### src/rtl/core/kts_pkg.sv
// ----------------------------------------------------------------------------
// kts_pkg
// Shared types, constants and saturation helpers of the centroid tracker.
// ----------------------------------------------------------------------------
`default_nettype none
package kts_pkg;

   localparam int FRAC_BITS_DEF  = 8;
   localparam int COORD_BITS_DEF = 12;

   localparam int SV_BITS      = 24;
   localparam int SUM_BITS     = 42;
   localparam int COV_BITS     = 40;
   localparam int COV_SUM_BITS = 43;
   localparam int CFG_BITS     = 16;
   localparam int LIMIT_BITS   = 4;
   localparam int CSR_ADDR_W   = 8;
   localparam int RSP_DATA_W   = 4 * SV_BITS;

   localparam logic signed [SV_BITS-1:0] SV_MAX_S = {1'b0, {(SV_BITS-1){1'b1}}};
   localparam logic signed [SV_BITS-1:0] SV_MIN_S = {1'b1, {(SV_BITS-1){1'b0}}};
   localparam logic [COV_BITS-1:0]       COV_MAX  = '1;

   // result mode codes
   localparam logic [1:0] MODE_SEARCH = 2'd0;
   localparam logic [1:0] MODE_ARMED  = 2'd1;
   localparam logic [1:0] MODE_TRACK  = 2'd2;
   localparam logic [1:0] MODE_LOST   = 2'd3;

   // register indexes
   localparam logic [CSR_ADDR_W-1:0] CSR_PROCESS_NOISE = 8'd0;
   localparam logic [CSR_ADDR_W-1:0] CSR_MEASURE_NOISE = 8'd1;
   localparam logic [CSR_ADDR_W-1:0] CSR_INITIAL_COV   = 8'd2;
   localparam logic [CSR_ADDR_W-1:0] CSR_MISS_LIMIT    = 8'd3;

   localparam logic [CFG_BITS-1:0]   NOISE_RESET = 16'd25;
   localparam logic [LIMIT_BITS-1:0] LIMIT_RESET = 4'd3;
   localparam logic [LIMIT_BITS-1:0] MISS_SAT    = '1;

   typedef enum logic [2:0] {
      OP_P_INNOV,
      OP_C_INNOV,
      OP_C_C,
      OP_P_R,
      OP_C_R
   } md_op_type;

   typedef struct packed {
      logic      load;
      logic      simple;
      logic      predict;
      logic      setup;
      logic      md_start;
      logic      md_store;
      logic      commit;
      logic      finish;
      logic      axis;
      md_op_type op;
   } kts_cmd_type;

   typedef struct packed {
      logic [1:0] mode;
      logic       found;
      logic       s_zero;
      logic       md_done;
   } kts_status_type;

   function automatic logic signed [SV_BITS-1:0] sat_sv(
      input logic signed [SUM_BITS-1:0] v);
      logic signed [SUM_BITS-1:0] hi_lim;
      logic signed [SUM_BITS-1:0] lo_lim;
      hi_lim = SUM_BITS'(SV_MAX_S);
      lo_lim = SUM_BITS'(SV_MIN_S);
      if (v > hi_lim)      return SV_MAX_S;
      else if (v < lo_lim) return SV_MIN_S;
      else                 return v[SV_BITS-1:0];
   endfunction

   function automatic logic [COV_BITS-1:0] sat_cov(input logic [COV_SUM_BITS-1:0] v);
      return (v > COV_SUM_BITS'(COV_MAX)) ? COV_MAX : v[COV_BITS-1:0];
   endfunction

endpackage
`default_nettype wire

### src/rtl/core/kts_muldiv.sv
// ----------------------------------------------------------------------------
// kts_muldiv
// Bit-serial floor(a*b/d): shift-add multiply then restoring divide,
// quotient saturated to the covariance range.
// ----------------------------------------------------------------------------
`default_nettype none
module kts_muldiv
   import kts_pkg::*;
(
   input  wire logic                clock,
   input  wire logic                reset,
   input  wire logic                start,
   input  wire logic [COV_BITS-1:0] a,
   input  wire logic [COV_BITS-1:0] b,
   input  wire logic [COV_BITS:0]   d,
   output logic                     done,
   output logic [COV_BITS-1:0]      q
);

   typedef enum logic [1:0] {MD_IDLE, MD_MUL, MD_DIV} md_state_type;

   localparam logic [6:0] MUL_LAST = 7'(COV_BITS - 1);
   localparam logic [6:0] DIV_LAST = 7'(2 * COV_BITS - 1);
   localparam logic [6:0] Q_LOW    = 7'(COV_BITS);

   md_state_type          state_ff, state_in;
   logic                  done_ff, done_in;
   logic [6:0]            cnt_ff, cnt_in;
   logic [COV_BITS-1:0]   a_ff, a_in;
   logic [COV_BITS:0]     d_ff, d_in;
   logic [COV_BITS-1:0]   hi_ff, hi_in;
   logic [COV_BITS-1:0]   lo_ff, lo_in;
   logic [COV_BITS+1:0]   rem_ff, rem_in;
   logic [COV_BITS-1:0]   q_ff, q_in;
   logic                  over_ff, over_in;

   logic [COV_BITS:0]     add;
   logic [COV_BITS+1:0]   rem_sh;
   logic                  ge;

   always_comb begin
      add    = {1'b0, hi_ff} + (lo_ff[0] ? {1'b0, a_ff} : '0);
      rem_sh = {rem_ff[COV_BITS:0], hi_ff[COV_BITS-1]};
      ge     = rem_sh >= {1'b0, d_ff};

      state_in = state_ff;
      done_in  = 1'b0;
      cnt_in   = cnt_ff;
      a_in     = a_ff;
      d_in     = d_ff;
      hi_in    = hi_ff;
      lo_in    = lo_ff;
      rem_in   = rem_ff;
      q_in     = q_ff;
      over_in  = over_ff;
      unique case (state_ff)
         MD_IDLE: begin
            if (start) begin
               a_in     = a;
               d_in     = d;
               hi_in    = '0;
               lo_in    = b;
               rem_in   = '0;
               q_in     = '0;
               over_in  = 1'b0;
               cnt_in   = '0;
               state_in = MD_MUL;
            end
         end
         MD_MUL: begin
            hi_in  = add[COV_BITS:1];
            lo_in  = {add[0], lo_ff[COV_BITS-1:1]};
            cnt_in = cnt_ff + 7'd1;
            if (cnt_ff == MUL_LAST) begin
               cnt_in   = '0;
               state_in = MD_DIV;
            end
         end
         MD_DIV: begin
            // product shifts out msb first into the remainder
            {hi_in, lo_in} = {hi_ff[COV_BITS-2:0], lo_ff, 1'b0};
            rem_in  = ge ? rem_sh - {1'b0, d_ff} : rem_sh;
            q_in    = {q_ff[COV_BITS-2:0], ge};
            over_in = over_ff | (ge & (cnt_ff < Q_LOW));
            cnt_in  = cnt_ff + 7'd1;
            if (cnt_ff == DIV_LAST) begin
               done_in  = 1'b1;
               state_in = MD_IDLE;
            end
         end
         default: state_in = MD_IDLE;
      endcase
   end

   always_ff @(posedge clock) begin
      if (reset) begin
         state_ff <= MD_IDLE;
         done_ff  <= 1'b0;
      end else begin
         state_ff <= state_in;
         done_ff  <= done_in;
      end
      cnt_ff  <= cnt_in;
      a_ff    <= a_in;
      d_ff    <= d_in;
      hi_ff   <= hi_in;
      lo_ff   <= lo_in;
      rem_ff  <= rem_in;
      q_ff    <= q_in;
      over_ff <= over_in;
   end

   assign done = done_ff;
   assign q    = over_ff ? COV_MAX : q_ff;

endmodule
`default_nettype wire

### src/rtl/core/kts_ctrl.sv
// ----------------------------------------------------------------------------
// kts_ctrl
// Frame sequencer: dispatch by track mode, per-axis correction through the
// shared multiply-divide unit, result register handshake.
// ----------------------------------------------------------------------------
`default_nettype none
module kts_ctrl
   import kts_pkg::*;
(
   input  wire logic            clock,
   input  wire logic            reset,
   input  wire logic            req_tvalid,
   output logic                 req_tready,
   output logic                 rsp_tvalid,
   input  wire logic            rsp_tready,
   input  wire kts_status_type  status,
   output kts_cmd_type          cmd
);

   typedef enum logic [2:0] {
      S_IDLE, S_DISPATCH, S_SETUP, S_CHECK, S_MDGO, S_MDWAIT, S_COMMIT, S_FINISH
   } ctrl_state_type;

   ctrl_state_type state_ff, state_in;
   logic           axis_ff, axis_in;
   md_op_type      op_ff, op_in;
   logic           valid_ff, valid_in;
   logic           slot_free;
   logic           emit;

   assign slot_free = !valid_ff || rsp_tready;

   always_comb begin
      state_in = state_ff;
      axis_in  = axis_ff;
      op_in    = op_ff;
      emit     = 1'b0;
      cmd      = '0;
      cmd.axis = axis_ff;
      cmd.op   = op_ff;
      unique case (state_ff)
         S_IDLE: begin
            if (req_tvalid) begin
               cmd.load = 1'b1;
               state_in = S_DISPATCH;
            end
         end
         S_DISPATCH: begin
            if (status.mode == MODE_TRACK) begin
               cmd.predict = 1'b1;
               axis_in     = 1'b0;
               state_in    = status.found ? S_SETUP : S_FINISH;
            end else if (slot_free) begin
               cmd.simple = 1'b1;
               emit       = 1'b1;
               state_in   = S_IDLE;
            end
         end
         S_SETUP: begin
            cmd.setup = 1'b1;
            state_in  = S_CHECK;
         end
         S_CHECK: begin
            // zero innovation variance skips this axis
            if (status.s_zero) begin
               axis_in  = 1'b1;
               state_in = axis_ff ? S_FINISH : S_SETUP;
            end else begin
               op_in    = OP_P_INNOV;
               state_in = S_MDGO;
            end
         end
         S_MDGO: begin
            cmd.md_start = 1'b1;
            state_in     = S_MDWAIT;
         end
         S_MDWAIT: begin
            if (status.md_done) begin
               cmd.md_store = 1'b1;
               state_in     = S_MDGO;
               unique case (op_ff)
                  OP_P_INNOV: op_in = OP_C_INNOV;
                  OP_C_INNOV: op_in = OP_C_C;
                  OP_C_C:     op_in = OP_P_R;
                  OP_P_R:     op_in = OP_C_R;
                  default:    state_in = S_COMMIT;
               endcase
            end
         end
         S_COMMIT: begin
            cmd.commit = 1'b1;
            axis_in    = 1'b1;
            state_in   = axis_ff ? S_FINISH : S_SETUP;
         end
         S_FINISH: begin
            if (slot_free) begin
               cmd.finish = 1'b1;
               emit       = 1'b1;
               state_in   = S_IDLE;
            end
         end
         default: state_in = S_IDLE;
      endcase
      valid_in = emit ? 1'b1 : (rsp_tready ? 1'b0 : valid_ff);
   end

   always_ff @(posedge clock) begin
      if (reset) begin
         state_ff <= S_IDLE;
         axis_ff  <= 1'b0;
         op_ff    <= OP_P_INNOV;
         valid_ff <= 1'b0;
      end else begin
         state_ff <= state_in;
         axis_ff  <= axis_in;
         op_ff    <= op_in;
         valid_ff <= valid_in;
      end
   end

   assign req_tready = (state_ff == S_IDLE);
   assign rsp_tvalid = valid_ff;

endmodule
`default_nettype wire

### src/rtl/core/kts_datapath.sv
// ----------------------------------------------------------------------------
// kts_datapath
// Track state, covariance, configuration registers, predict and correct
// arithmetic around the shared multiply-divide unit, and the result register.
// ----------------------------------------------------------------------------
`default_nettype none
module kts_datapath
   import kts_pkg::*;
#(
   parameter int FRAC_BITS  = FRAC_BITS_DEF,
   parameter int COORD_BITS = COORD_BITS_DEF
) (
   input  wire logic                    clock,
   input  wire logic                    reset,
   input  wire logic                    csr_write,
   input  wire logic [CSR_ADDR_W-1:0]   csr_addr,
   input  wire logic [CFG_BITS-1:0]     csr_data,
   input  wire logic                    found,
   input  wire logic [COORD_BITS-1:0]   box_left,
   input  wire logic [COORD_BITS-1:0]   box_top,
   input  wire logic [COORD_BITS-1:0]   box_right,
   input  wire logic [COORD_BITS-1:0]   box_bottom,
   input  wire kts_cmd_type             cmd,
   output kts_status_type               status,
   output logic [1:0]                   mode,
   output logic signed [SV_BITS-1:0]    pred_x,
   output logic signed [SV_BITS-1:0]    pred_y,
   output logic signed [SV_BITS-1:0]    post_x,
   output logic signed [SV_BITS-1:0]    post_y
);

   localparam int ZW = COORD_BITS + FRAC_BITS;

   // configuration
   logic [CFG_BITS-1:0]   qcfg_ff, qcfg_in, rcfg_ff, rcfg_in, pcfg_ff, pcfg_in;
   logic [LIMIT_BITS-1:0] limit_ff, limit_in;

   // track state
   logic [1:0]                  mode_ff, mode_in;
   logic [LIMIT_BITS-1:0]       miss_ff, miss_in;
   logic signed [SV_BITS-1:0]   prev_ff [2], prev_in [2];
   logic signed [SV_BITS-1:0]   pos_ff [2], pos_in [2];
   logic signed [SV_BITS-1:0]   vel_ff [2], vel_in [2];
   logic [COV_BITS-1:0]         pcov_ff [2], pcov_in [2];
   logic [COV_BITS-1:0]         ccov_ff [2], ccov_in [2];
   logic [COV_BITS-1:0]         vcov_ff [2], vcov_in [2];

   // per-frame working registers
   logic                        found_ff, found_in;
   logic signed [SV_BITS-1:0]   z_ff [2], z_in [2];
   logic signed [SV_BITS-1:0]   pred_ff [2], pred_in [2];
   logic [COV_BITS:0]           s_ff, s_in;
   logic [SV_BITS:0]            mag_ff, mag_in;
   logic                        neg_ff, neg_in;
   logic [COV_BITS-1:0]         tmp_ff [5], tmp_in [5];

   // result register
   logic [1:0]                  omode_ff, omode_in;
   logic signed [SV_BITS-1:0]   opred_ff [2], opred_in [2];
   logic signed [SV_BITS-1:0]   opost_ff [2], opost_in [2];

   logic [COORD_BITS:0]         csum [2];
   logic [ZW-1:0]               cwide [2];
   logic signed [SV_BITS-1:0]   cent [2];
   logic [COV_BITS-1:0]         qn, rn, p0;
   logic signed [SV_BITS-1:0]   pos_pred [2];
   logic [COV_BITS-1:0]         p_pred [2], c_pred [2], v_pred [2];
   logic signed [SV_BITS:0]     innov;
   logic signed [SUM_BITS-1:0]  dpos, dvel;
   logic [LIMIT_BITS-1:0]       miss_next;
   logic                        lost;
   logic [COV_BITS-1:0]         md_a, md_b;
   logic                        md_done;
   logic [COV_BITS-1:0]         md_q;

   assign csum[0] = (COORD_BITS+1)'(box_left) + (COORD_BITS+1)'(box_right);
   assign csum[1] = (COORD_BITS+1)'(box_top) + (COORD_BITS+1)'(box_bottom);

   assign qn = COV_BITS'(qcfg_ff) << FRAC_BITS;
   assign rn = COV_BITS'(rcfg_ff) << FRAC_BITS;
   assign p0 = COV_BITS'(pcfg_ff) << FRAC_BITS;

   always_comb begin
      for (int k = 0; k < 2; k++) begin
         // centroid = edge sum / 2 in fixed point
         cwide[k] = ZW'(csum[k]) << (FRAC_BITS - 1);
         cent[k]  = (33'(cwide[k]) > 33'(SV_MAX_S)) ? SV_MAX_S : SV_BITS'(cwide[k]);
         pos_pred[k] = sat_sv(SUM_BITS'(pos_ff[k]) + SUM_BITS'(vel_ff[k]));
         p_pred[k] = sat_cov(COV_SUM_BITS'(pcov_ff[k]) + (COV_SUM_BITS'(ccov_ff[k]) << 1)
                             + COV_SUM_BITS'(vcov_ff[k]) + COV_SUM_BITS'(qn));
         c_pred[k] = sat_cov(COV_SUM_BITS'(ccov_ff[k]) + COV_SUM_BITS'(vcov_ff[k]));
         v_pred[k] = sat_cov(COV_SUM_BITS'(vcov_ff[k]) + COV_SUM_BITS'(qn));
      end
   end

   assign innov = (SV_BITS+1)'(z_ff[cmd.axis]) - (SV_BITS+1)'(pos_ff[cmd.axis]);

   always_comb begin
      dpos = neg_ff ? -$signed({2'b00, tmp_ff[0]}) : $signed({2'b00, tmp_ff[0]});
      dvel = neg_ff ? -$signed({2'b00, tmp_ff[1]}) : $signed({2'b00, tmp_ff[1]});
   end

   assign miss_next = found_ff ? '0 : ((miss_ff == MISS_SAT) ? MISS_SAT : miss_ff + 4'd1);
   assign lost      = miss_next >= limit_ff;

   always_comb begin
      case (cmd.op)
         OP_P_INNOV: begin md_a = pcov_ff[cmd.axis]; md_b = COV_BITS'(mag_ff); end
         OP_C_INNOV: begin md_a = ccov_ff[cmd.axis]; md_b = COV_BITS'(mag_ff); end
         OP_C_C:     begin md_a = ccov_ff[cmd.axis]; md_b = ccov_ff[cmd.axis]; end
         OP_P_R:     begin md_a = pcov_ff[cmd.axis]; md_b = rn; end
         default:    begin md_a = ccov_ff[cmd.axis]; md_b = rn; end
      endcase
   end

   kts_muldiv u_muldiv (
      .clock (clock),
      .reset (reset),
      .start (cmd.md_start),
      .a     (md_a),
      .b     (md_b),
      .d     (s_ff),
      .done  (md_done),
      .q     (md_q)
   );

   always_comb begin
      qcfg_in  = qcfg_ff;
      rcfg_in  = rcfg_ff;
      pcfg_in  = pcfg_ff;
      limit_in = limit_ff;
      if (csr_write) begin
         unique case (csr_addr)
            CSR_PROCESS_NOISE: qcfg_in  = csr_data;
            CSR_MEASURE_NOISE: rcfg_in  = csr_data;
            CSR_INITIAL_COV:   pcfg_in  = csr_data;
            CSR_MISS_LIMIT:    limit_in = csr_data[LIMIT_BITS-1:0];
            default: ;
         endcase
      end
   end

   always_comb begin
      mode_in  = mode_ff;
      miss_in  = miss_ff;
      prev_in  = prev_ff;
      pos_in   = pos_ff;
      vel_in   = vel_ff;
      pcov_in  = pcov_ff;
      ccov_in  = ccov_ff;
      vcov_in  = vcov_ff;
      found_in = found_ff;
      z_in     = z_ff;
      pred_in  = pred_ff;
      s_in     = s_ff;
      mag_in   = mag_ff;
      neg_in   = neg_ff;
      tmp_in   = tmp_ff;
      omode_in = omode_ff;
      opred_in = opred_ff;
      opost_in = opost_ff;

      if (cmd.load) begin
         found_in = found;
         z_in     = cent;
      end

      if (cmd.simple) begin
         opred_in[0] = '0;
         opred_in[1] = '0;
         opost_in[0] = '0;
         opost_in[1] = '0;
         if (mode_ff == MODE_ARMED) begin
            if (found_ff) begin
               // track start: velocity from the stored centroid
               for (int k = 0; k < 2; k++) begin
                  pos_in[k]   = z_ff[k];
                  vel_in[k]   = sat_sv(SUM_BITS'(z_ff[k]) - SUM_BITS'(prev_ff[k]));
                  pcov_in[k]  = p0;
                  ccov_in[k]  = '0;
                  vcov_in[k]  = p0;
                  opred_in[k] = z_ff[k];
                  opost_in[k] = z_ff[k];
               end
               miss_in  = '0;
               mode_in  = MODE_TRACK;
               omode_in = MODE_TRACK;
            end else begin
               mode_in  = MODE_SEARCH;
               omode_in = MODE_SEARCH;
            end
         end else if (found_ff) begin
            prev_in  = z_ff;
            mode_in  = MODE_ARMED;
            omode_in = MODE_ARMED;
         end else begin
            mode_in  = MODE_SEARCH;
            omode_in = MODE_SEARCH;
         end
      end

      if (cmd.predict) begin
         pos_in  = pos_pred;
         pred_in = pos_pred;
         pcov_in = p_pred;
         ccov_in = c_pred;
         vcov_in = v_pred;
      end

      if (cmd.setup) begin
         s_in   = (COV_BITS+1)'(pcov_ff[cmd.axis]) + (COV_BITS+1)'(rn);
         neg_in = innov[SV_BITS];
         mag_in = innov[SV_BITS] ? (SV_BITS+1)'(-innov) : (SV_BITS+1)'(innov);
      end

      if (cmd.md_store) begin
         tmp_in[3'(cmd.op)] = md_q;
      end

      if (cmd.commit) begin
         pos_in[cmd.axis]  = sat_sv(SUM_BITS'(pos_ff[cmd.axis]) + dpos);
         vel_in[cmd.axis]  = sat_sv(SUM_BITS'(vel_ff[cmd.axis]) + dvel);
         pcov_in[cmd.axis] = tmp_ff[3];
         ccov_in[cmd.axis] = tmp_ff[4];
         vcov_in[cmd.axis] = (vcov_ff[cmd.axis] > tmp_ff[2]) ?
                             vcov_ff[cmd.axis] - tmp_ff[2] : '0;
      end

      if (cmd.finish) begin
         opred_in = pred_ff;
         opost_in = pos_ff;
         if (lost) begin
            mode_in  = MODE_SEARCH;
            miss_in  = '0;
            omode_in = MODE_LOST;
         end else begin
            miss_in  = miss_next;
            omode_in = MODE_TRACK;
         end
      end
   end

   always_ff @(posedge clock) begin
      if (reset) begin
         qcfg_ff  <= NOISE_RESET;
         rcfg_ff  <= NOISE_RESET;
         pcfg_ff  <= NOISE_RESET;
         limit_ff <= LIMIT_RESET;
         mode_ff  <= MODE_SEARCH;
         miss_ff  <= '0;
         for (int k = 0; k < 2; k++) begin
            prev_ff[k] <= '0;
            pos_ff[k]  <= '0;
            vel_ff[k]  <= '0;
            pcov_ff[k] <= '0;
            ccov_ff[k] <= '0;
            vcov_ff[k] <= '0;
         end
      end else begin
         qcfg_ff  <= qcfg_in;
         rcfg_ff  <= rcfg_in;
         pcfg_ff  <= pcfg_in;
         limit_ff <= limit_in;
         mode_ff  <= mode_in;
         miss_ff  <= miss_in;
         prev_ff  <= prev_in;
         pos_ff   <= pos_in;
         vel_ff   <= vel_in;
         pcov_ff  <= pcov_in;
         ccov_ff  <= ccov_in;
         vcov_ff  <= vcov_in;
      end
   end

   always_ff @(posedge clock) begin
      found_ff <= found_in;
      z_ff     <= z_in;
      pred_ff  <= pred_in;
      s_ff     <= s_in;
      mag_ff   <= mag_in;
      neg_ff   <= neg_in;
      tmp_ff   <= tmp_in;
      omode_ff <= omode_in;
      opred_ff <= opred_in;
      opost_ff <= opost_in;
   end

   assign status.mode    = mode_ff;
   assign status.found   = found_ff;
   assign status.s_zero  = (s_ff == '0);
   assign status.md_done = md_done;

   assign mode   = omode_ff;
   assign pred_x = opred_ff[0];
   assign pred_y = opred_ff[1];
   assign post_x = opost_ff[0];
   assign post_y = opost_ff[1];

endmodule
`default_nettype wire

### src/rtl/core/kalman_track_step_core.sv
// a search or armed frame writes its result from the dispatch state; a tracking
// frame without a box predicts and finishes; with a box each axis of nonzero
// innovation variance runs five operations on the shared bit-serial
// multiply-divide unit. one frame at a time: the next transfer is taken the
// cycle after the result is written. synchronous active-high reset
// resets mode, miss count, track state and registers (noise 25, limit 3); no sweep.
// ----------------------------------------------------------------------------
// kalman_track_step_core
// Two-axis constant-velocity centroid tracker with search/armed/track modes.
// ----------------------------------------------------------------------------
`default_nettype none
module kalman_track_step_core
   import kts_pkg::*;
#(
   parameter int FRAC_BITS  = FRAC_BITS_DEF,
   parameter int COORD_BITS = COORD_BITS_DEF
) (
   input  wire logic                                   clock,
   input  wire logic                                   reset,
   input  wire logic                                   req_tvalid,
   output logic                                        req_tready,
   // box_left, box_top, box_right, box_bottom
   input  wire logic [((4*COORD_BITS+7)/8)*8-1:0]      req_tdata,
   // found
   input  wire logic [0:0]                             req_tuser,
   output logic                                        rsp_tvalid,
   input  wire logic                                   rsp_tready,
   // pred_x, pred_y, post_x, post_y
   output logic [RSP_DATA_W-1:0]                       rsp_tdata,
   // mode
   output logic [1:0]                                  rsp_tuser,
   input  wire logic                                   csr_valid,
   output logic                                        csr_ready,
   input  wire logic [CSR_ADDR_W-1:0]                  csr_addr,
   input  wire logic [CFG_BITS-1:0]                    csr_data
);

   kts_cmd_type               cmd;
   kts_status_type            status;
   logic signed [SV_BITS-1:0] pred_x, pred_y, post_x, post_y;

   assign csr_ready = 1'b1;

   kts_ctrl u_ctrl (
      .clock      (clock),
      .reset      (reset),
      .req_tvalid (req_tvalid),
      .req_tready (req_tready),
      .rsp_tvalid (rsp_tvalid),
      .rsp_tready (rsp_tready),
      .status     (status),
      .cmd        (cmd)
   );

   kts_datapath #(
      .FRAC_BITS  (FRAC_BITS),
      .COORD_BITS (COORD_BITS)
   ) u_datapath (
      .clock      (clock),
      .reset      (reset),
      .csr_write  (csr_valid),
      .csr_addr   (csr_addr),
      .csr_data   (csr_data),
      .found      (req_tuser[0]),
      .box_left   (req_tdata[COORD_BITS-1:0]),
      .box_top    (req_tdata[2*COORD_BITS-1:COORD_BITS]),
      .box_right  (req_tdata[3*COORD_BITS-1:2*COORD_BITS]),
      .box_bottom (req_tdata[4*COORD_BITS-1:3*COORD_BITS]),
      .cmd        (cmd),
      .status     (status),
      .mode       (rsp_tuser),
      .pred_x     (pred_x),
      .pred_y     (pred_y),
      .post_x     (post_x),
      .post_y     (post_y)
   );

   assign rsp_tdata = {post_y, post_x, pred_y, pred_x};

endmodule
`default_nettype wire

### config.mk
export PLATFORM = sky130hd
export DESIGN_NAME = kalman_track_step_core
export DESIGN_NICKNAME = d
export VERILOG_FILES = /design/src/rtl/core/kts_pkg.sv /design/src/rtl/core/kts_muldiv.sv /design/src/rtl/core/kts_ctrl.sv /design/src/rtl/core/kts_datapath.sv /design/src/rtl/core/kalman_track_step_core.sv
export SDC_FILE = /design/constraint.sdc
export NUM_CORES = 2
export LEC_CHECK = 0
export BUFFER_PORTS_ARGS = -buffer_cell sky130_fd_sc_hd__buf_4
export CORE_MARGIN = 1
export CORE_UTILIZATION = 65
export DETAILED_ROUTE_END_ITERATION = 12
export PLACE_DENSITY = 0.82
export SYNTH_ARGS = -nofsm -noshare
export SYNTH_HDL_FRONTEND = slang
export SYNTH_SLANG_ARGS = --single-unit
### constraint.sdc
create_clock -name clock -period 23.2 [get_ports clock]
set_clock_uncertainty 0.1 [all_clocks]
set_input_delay 1.16 -clock clock [delete_from_list [all_inputs] [get_ports clock]]
set_output_delay 1.16 -clock clock [all_outputs]
set_load 0.02 [all_outputs]
=== Word-level counts from Yosys, hierarchy flattened ===
Index checks and enable logic that the tools add are counted.
Widths: inputs -> output; s select.

* Latch bits: 0
* Memories: 0
* RAM bits: 0
* Register bits after elaboration: 1121
* Output and inout bits: 101
* Logic and storage cells: 326
* Memory bits (read-only): 0

* Eq/ne operators: 29
* Multiply operators: 0
* Magnitude comparators: 26
* Divide/modulo/power cells: 0
* Bitwise logic cells: 6
* Reductions and logical operators: 34
* Add/subtract/negate cells: 28
* Shift-type cells: 0
* Muxes and demuxes: 152

{| class="wikitable"
|+ Operators by type and width
! operator !! number
|-
| $mux 80 || 15
|-
| $mux 40 || 23
|-
| $mux 48 || 13
|-
| $mux 24 || 24
|-
| $gt 43x40->1 const B || 6
|-
| $gt 42x24->1 const B || 6
|-
| $lt 42x24->1 const B || 6
|-
| $bwmux 80 || 3
|-
| $pmux 40 s3 || 2
|-
| $bwmux 200 || 1
|-
| $pmux 40 s2 || 2
|-
| $add 40x24->41 || 3
|-
| $demux 40 s3 || 1
|-
| $bwmux 48 || 2
|-
| $add 43x24->43 || 2
|-
| $add 43x40->43 || 2
|-
| $add 24x42->42 || 2
|-
| $add 40x41->42 || 2
|-
| $mux 42 || 2
|-
| $neg 40->42 || 2
|-
| $add 40x40->41 || 2
|-
| $mux 41 || 2
|-
| $pmux 41 s2 || 1
|-
| $add 24x24->25 || 2
|-
| other kinds (65) || 149
|}

=== Depth between registers and ports, before layout ===
* Depth after elaboration: 11
* Gate-level depth with buffers: 29
* Gate-level depth less buffers: 28

=== Modules after synthesis ===
A second synthesis with hierarchy kept.

* Cells, all modules: 8994
* Area, all modules: 80847.5 µm²

{| class="wikitable"
|+ Modules (own cells, without submodules)
! module !! times used !! cells each !! area each (µm²)
|-
| kts_datapath || 1 || 7465 || 65371.4
|-
| kts_muldiv || 1 || 1448 || 14889.3
|-
| kts_ctrl || 1 || 79 || 575.6
|-
| kalman_track_step_core || 1 || 2 || 11.3
|}

=== Least setup slack after synthesis ===
No wires, ideal clock.

* Path type: register -> register
* From: reg u_datapath.u_muldiv.state_ff[0]
* To: reg u_datapath.u_muldiv.cnt_ff[0], enable pin
* Path slack: 15.213 ns
* Data arrival time: 7.234 ns
* Clock period less this slack: 7.987 ns
* Stages on the path, launching flop included: 7
* Cells stage by stage: dfxtp_1 -> inv_1 -> ha_1 -> clkbuf_1 -> inv_1 -> clkbuf_1 -> o21ai_0

* Word-level cells in the longest chain between the ends: 3
* Elaborated cells between the ends (all ways): 6
* Those cells by class: eq/ne (3); reduce/logical (3)

{| class="wikitable"
|+ Ends and longest elaborated chain
! what !! line !! text
|-
| start: declaration || kts_muldiv.sv:26 || <nowiki>md_state_type state_ff, state_in;</nowiki>
|-
| start signal: assignment || kts_muldiv.sv:100 || <nowiki>state_ff <= state_in;</nowiki>
|-
| $eq 2x2->1 (tied with other cells) || kts_muldiv.sv:56 || <nowiki>unique case (state_ff)</nowiki>
|-
| $reduce_bool 3->1 (no line) or $ne 2x2->1 (tied branches) || - ||
|-
| $reduce_and 2->1 (no line) * || - ||
|-
| end signal: assignment || kts_muldiv.sv:103 || <nowiki>cnt_ff <= cnt_in;</nowiki>
|-
| end: declaration || kts_muldiv.sv:28 || <nowiki>logic [6:0] cnt_ff, cnt_in;</nowiki>
|}

Mark *: on every way between the ends. The rest lies on a longest branch, timed or not.
A chain may end at the register's enable or synchronous reset.

=== Final worst setup path ===
* From: reg u_datapath.ccov_ff[40] (netlist name)
* To: reg u_datapath.pcov_ff[57] (netlist name)

* Word-level cells in the longest chain between the ends: 8

{| class="wikitable"
|+ Ends and longest elaborated chain
! what !! line !! text
|-
| start: declaration || kts_datapath.sv:45 || <nowiki>logic [COV_BITS-1:0] ccov_ff [2], ccov_in [2];</nowiki>
|-
| start signal: assignment || kts_datapath.sv:270 || <nowiki>ccov_ff <= ccov_in;</nowiki>
|-
| $add 40x41->42 * || kts_datapath.sv:89 || <nowiki>p_pred[k] = sat_cov(COV_SUM_BITS'(pcov_ff[k]) + (COV_SUM_BITS'(ccov_ff[k]) << 1)</nowiki>
|-
| $add 43x40->43 * || kts_datapath.sv:90 || <nowiki>+ COV_SUM_BITS'(vcov_ff[k]) + COV_SUM_BITS'(qn));</nowiki>
|-
| $add 43x24->43 * || kts_datapath.sv:90 ||
|-
| $gt 43x40->1 || kts_pkg.sv:80 || <nowiki>return (v > COV_SUM_BITS'(COV_MAX)) ? COV_MAX : v[COV_BITS-1:0];</nowiki>
|-
| $mux 40 * || kts_pkg.sv:80 ||
|-
| $mux 80 * || kts_datapath.sv:202 || <nowiki>if (cmd.predict) begin</nowiki>
|-
| $bwmux 80 || kts_datapath.sv:223 || <nowiki>pcov_in[cmd.axis] = tmp_ff[3];</nowiki>
|-
| $mux 80 * || kts_datapath.sv:220 || <nowiki>if (cmd.commit) begin</nowiki>
|-
| end signal: assignment || kts_datapath.sv:269 || <nowiki>pcov_ff <= pcov_in;</nowiki>
|-
| end: declaration || kts_datapath.sv:44 || <nowiki>logic [COV_BITS-1:0] pcov_ff [2], pcov_in [2];</nowiki>
|}

Marks and branches as above.

==> results.txt <==
----------------------------------------------------
[Logic synthesis]
  Simple-gate portion of the synthesized area ... 15.02%
  Adder and majority gate portion of the synthesized area ... 11.49%
  Top_reg_cell synth ... sky130_fd_sc_hd__edfxtp_1
  Number of enable-type register cells in the synthesized netlist ... 690
  Yosys synthesis warning count ... 0
  Sequential cell area fraction in the yosys report ... 36.25%
  Most repeated cell in the gate-level netlist after synthesis ... sky130_fd_sc_hd__a21oi_1
  Main combinational cell family by area after synthesis ... compound AO/OA/AOI/OAI gates
  Flops & latches, synth ... 1121
  Top cells by count, synth ... sky130_fd_sc_hd__a21oi_1 (897), sky130_fd_sc_hd__nand2_1 (760), sky130_fd_sc_hd__edfxtp_1 (690)
  Main area contributors after synthesis ... sky130_fd_sc_hd__edfxtp_1 (26%), sky130_fd_sc_hd__dfxtp_1 (11%), sky130_fd_sc_hd__ha_1 (10%), sky130_fd_sc_hd__a21oi_1 (5.5%), sky130_fd_sc_hd__xnor2_1 (4.2%)
  Net count after synthesis ... 9832
  Cell area after synthesis ... 0.08096 mm²
  Cell count after synthesis ... 9042
  Xor and xnor fraction of the mapped netlist area ... 6.577%
  Compound-cell area share of the yosys netlist ... 23.82%
  Count of unique library cells instantiated by Yosys ... 97
  Syn_area_per_cell ... 8.954 µm²
  Library cell with the largest summed area after synthesis ... sky130_fd_sc_hd__edfxtp_1
  Fraction of post-synthesis cell area in the top cell type by area ... 25.59%
  Proportion of register bits with asynchronous set or reset after synthesis ... 0%
  Mux contribution to synthesized area ... 2.860%

[Setup path]
  Kind of start point of the critical path ... flop
  FF-to-FF Start ... u_datapath.ccov_ff[40]$_SDFF_PP0_
  Worst path required time ... 23770 ps
  Data arrival time of the worst path ... 8710 ps
  Max Fanout on Critical Path ... 21
  Worst flop-to-flop path endpoint ... u_datapath.pcov_ff[57]$_SDFF_PP0_
  Cell mode on critical path ... sky130_fd_sc_hd__a21o_1
  Flop2flop setup slack ... 15060 ps
  Critical path's slowest cell ... sky130_fd_sc_hd__a221oi_1
  Sort of element at the end of the critical path ... flop
  Worst path max stage delay ... 750 ps
  Worst Reg2Reg Path Length in Cells ... 29
  Category of the critical setup timing path ... flop to flop

[Detailed routing]
  Final routed wirelength across all metal layers ... 324600 µm
  Detailed Routing Iterations Pass 1 ... 12
  Via density ... 7.249
  DRT antenna net count ... 0
  DR WL/cell ... 30.03 µm
  Count of routing violations after the opening detailed-route iteration ... 13600
  # DRC ... 0
  Vias after detailed routing ... 78370

[GRT]
  All-layer global routing usage ... 49.72%
  Wire length of the first global-routing pass ... 468900 µm
  Largest net degree at the start of global routing ... 188
  Vias in the first global route ... 73300
  Global-route congestion overflow total ... 0
  Number of antenna violations at the first check in global routing ... 18

[Pwr]
  Overall power ... 4.502 mW
  Cell Int Power ... 3.392 mW
  PwrDens ... 51.09 mW/mm²
  Power share of the sequential group ... 47.9%
  Leakage power ... 36.16 nW
  Clock group share of total power ... 46.1%
  Net load switching power ... 1.110 mW
  Power share of the combinational group ... 6.0%
  Maximum ir drop on the vdd rail ... 0.08168 mV
  Net Sw Frac ... 24.66%

[Placement]
  Instance area at placement ... 0.08388 mm²
  Dpl hpwl ... 241000 µm
  Number of instances in the placed design ... 10570
  Worst-case setup slack after placement ... 15380 ps
  Buffers added on ports ... 177
  Routability congestion estimate ... 1.128

[STA]
  Relative slew slack ... -4.939%
  Max-slew violation count ... 5
  Worst-margin pin slew ... 1530 ps
  PnR worst setup slack ... 15060 ps
  Accumulated negative setup slack ... 0 ps
  Unrepaired setup endpoints after global routing ... false
  Period utilization ... 35.10%
  Highest achievable clock rate ... 122.8 MHz
  Hold Slack ... 349.9 ps
  Final critical path time including I/O delays and setup ... 8142 ps
  Final setup vio count ... 0
  Count of final hold-check violations ... 0

[Run status]
  Violations in the final reports ... capacitance limit, slew limit
  Outcome ... finished with violations

[Clock network]
  CTS root buf ... sky130_fd_sc_hd__clkbuf_16
  Number of buffers added by the clock tree synthesis step ... 121
  Clock-pin slew of the registers on the worst-case setup and hold paths ... 60 ps
  Skew-Pair Late Insertion Delay ... 800 ps
  H-tree depth ... 3
  Clock tree from TritonCTS ... done
  Clock buffer depth ... 3
  Resized cells post-CTS ... 0
  Hold-fix buffers at CTS ... 0
  Post-CTS Setup Repair Bufs ... 0
  TritonCTS sink count ... 1121

[Finish]
  Fill count ... 9128
  Nets@finish ... 9842
  Core occupancy in the finished layout ... 71.27%
  Final standard cell count with taps included and fillers excluded ... 10810
  Layout area overhead ... 8.833%
  Share of post-route cells with drive strength above 1 ... 8.079%
  Final Instance Area ... 0.08812 mm²

[Die]
  Standard cell core area ... 0.1236 mm²
  Horizontal extent of the die ... 354.9 µm
  Die height ... 354.9 µm
  Ports placed on the boundary ... 179
  Effective utilization at floorplan ... 65.49%
  Number of rows created at floorplan ... 129
  Overall die area ... 0.1260 mm²

[Worst hold path]
  Launch point of the worst hold path ... u_datapath.s_ff[17]$_DFFE_PP_
  WHS Path Cells ... 0
  Min-Delay Endpoint ... u_datapath.u_muldiv.d_ff[17]$_DFFE_PP_
  Worst hold path type ... flop to flop

[Flow run]
  Max cap viols ... 2

----------------------------------------------------
worst max-delay path, delay by kind of cell (launching register included):
kind,cells,cell delay (ps)
AOI/OAI and AO/OA,17,4080
xor gates and xnor gates,1,160
adders and majority gates,4,1480
buffers and inverters,3,550
DFF,1,390
and+or+nand+nor,4,1260
how the worst max path moves through the flow:
stage / start / end / slack (ps) / cells after the start
final: u_datapath.ccov_ff[40]$_SDFF_PP0_ / u_datapath.pcov_ff[57]$_SDFF_PP0_ / 15060 / 29
after detailed placement: u_datapath.ccov_ff[40]$_SDFF_PP0_ / u_datapath.pcov_ff[49]$_SDFF_PP0_ / 15380 / 29
after global routing: u_datapath.ccov_ff[40]$_SDFF_PP0_ / u_datapath.pcov_ff[57]$_SDFF_PP0_ / 14630 / 28
after CTS: u_datapath.ccov_ff[40]$_SDFF_PP0_ / u_datapath.pcov_ff[57]$_SDFF_PP0_ / 15320 / 29
after floorplan: u_datapath.u_muldiv.state_ff[0]$_SDFFE_PP0P_ / u_datapath.u_muldiv.cnt_ff[0]$_SDFFCE_PP0P_ / 15210 / 6
after global placement: u_datapath.ccov_ff[40]$_SDFF_PP0_ / u_datapath.pcov_ff[49]$_SDFF_PP0_ / 15480 / 29
layer usage:
layer | vias to the layer above | track usage (%) | part of all wire (%)
met5 | - | 0 | 0.049
met4 | 16 | 30.13 | 7.6
met3 | 1474 | 19.52 | 16
met2 | 6298 | 71.00 | 40
met1 | 37130 | 63.20 | 36
li1 | 33450 | - | -
state kept, by name (all words and copies together) (netlist names), 25 cells and up:
register,count
u_datapath.vcov_ff,80
u_datapath.pred_ff,48
u_datapath.pos_ff,48
u_datapath.u_muldiv.d_ff,41
u_datapath.u_muldiv.hi_ff,40
u_datapath.u_muldiv.q_ff,40
u_datapath.pcov_ff,80
u_datapath.mag_ff,25
u_datapath.u_muldiv.rem_ff,41
u_datapath.vel_ff,48
u_datapath.tmp_ff,200
u_datapath.prev_ff,26
u_datapath.z_ff,26
u_datapath.s_ff,41
u_datapath.u_muldiv.lo_ff,40
u_datapath.ccov_ff,80
u_datapath.u_muldiv.a_ff,40
cells by family after synthesis:
group,Yosys count
adders and majority gates,712
muxes,221
buffers and inverters,853
AOI/OAI and AO/OA,2996
DFF,1121
xor gates and xnor gates,608
other,2
and+or+nand+nor,2529
cell usage in the layout (no fill, tap or decap), types with 74 or more instances in the layout:
master / instances
sky130_fd_sc_hd__a211oi_1: 152
sky130_fd_sc_hd__a21o_1: 302
sky130_fd_sc_hd__a21oi_1: 896
sky130_fd_sc_hd__a31oi_1: 92
sky130_fd_sc_hd__and2_1: 164
sky130_fd_sc_hd__buf_4: 273
sky130_fd_sc_hd__clkbuf_16: 124
sky130_fd_sc_hd__dfxtp_1: 429
sky130_fd_sc_hd__edfxtp_1: 690
sky130_fd_sc_hd__ha_1: 659
sky130_fd_sc_hd__inv_1: 462
sky130_fd_sc_hd__mux2_2: 83
sky130_fd_sc_hd__mux2i_1: 138
sky130_fd_sc_hd__nand2_1: 757
sky130_fd_sc_hd__nand2b_1: 96
sky130_fd_sc_hd__nand3_1: 178
sky130_fd_sc_hd__nor2_1: 629
sky130_fd_sc_hd__nor2b_1: 86
sky130_fd_sc_hd__nor3_1: 125
sky130_fd_sc_hd__o211ai_1: 84
sky130_fd_sc_hd__o21a_1: 74
sky130_fd_sc_hd__o21ai_0: 641
sky130_fd_sc_hd__o21bai_1: 89
sky130_fd_sc_hd__or2_2: 83
sky130_fd_sc_hd__or3_1: 86
sky130_fd_sc_hd__xnor2_1: 391
sky130_fd_sc_hd__xor2_1: 216
power by group through the flow:
stage	Sequential [mW]	Clock [mW]	Combinational (mW)
CTS	2.15	2.06	0.260
global placement	2.19	0	0.243
floorplan	2.19	0	0.154
global route	2.15	2.13	0.285
finish	2.16	2.08	0.271
detailed placement	2.19	0	0.255
final cells by class:
cell class,instances,area [µm²],area share [%]
tap,1637,2048,2.324
inverter,465,1752,1.988
clock inverter,65,785.8,0.8917
multi-input combinational,7068,48650,55.21
antenna,14,35.03,0.03976
timing repair buffer,275,2085,2.366
clock buffer,166,3411,3.871
sequential,1121,29350,33.31
Note: power is estimated with default switching activity, not from simulation.
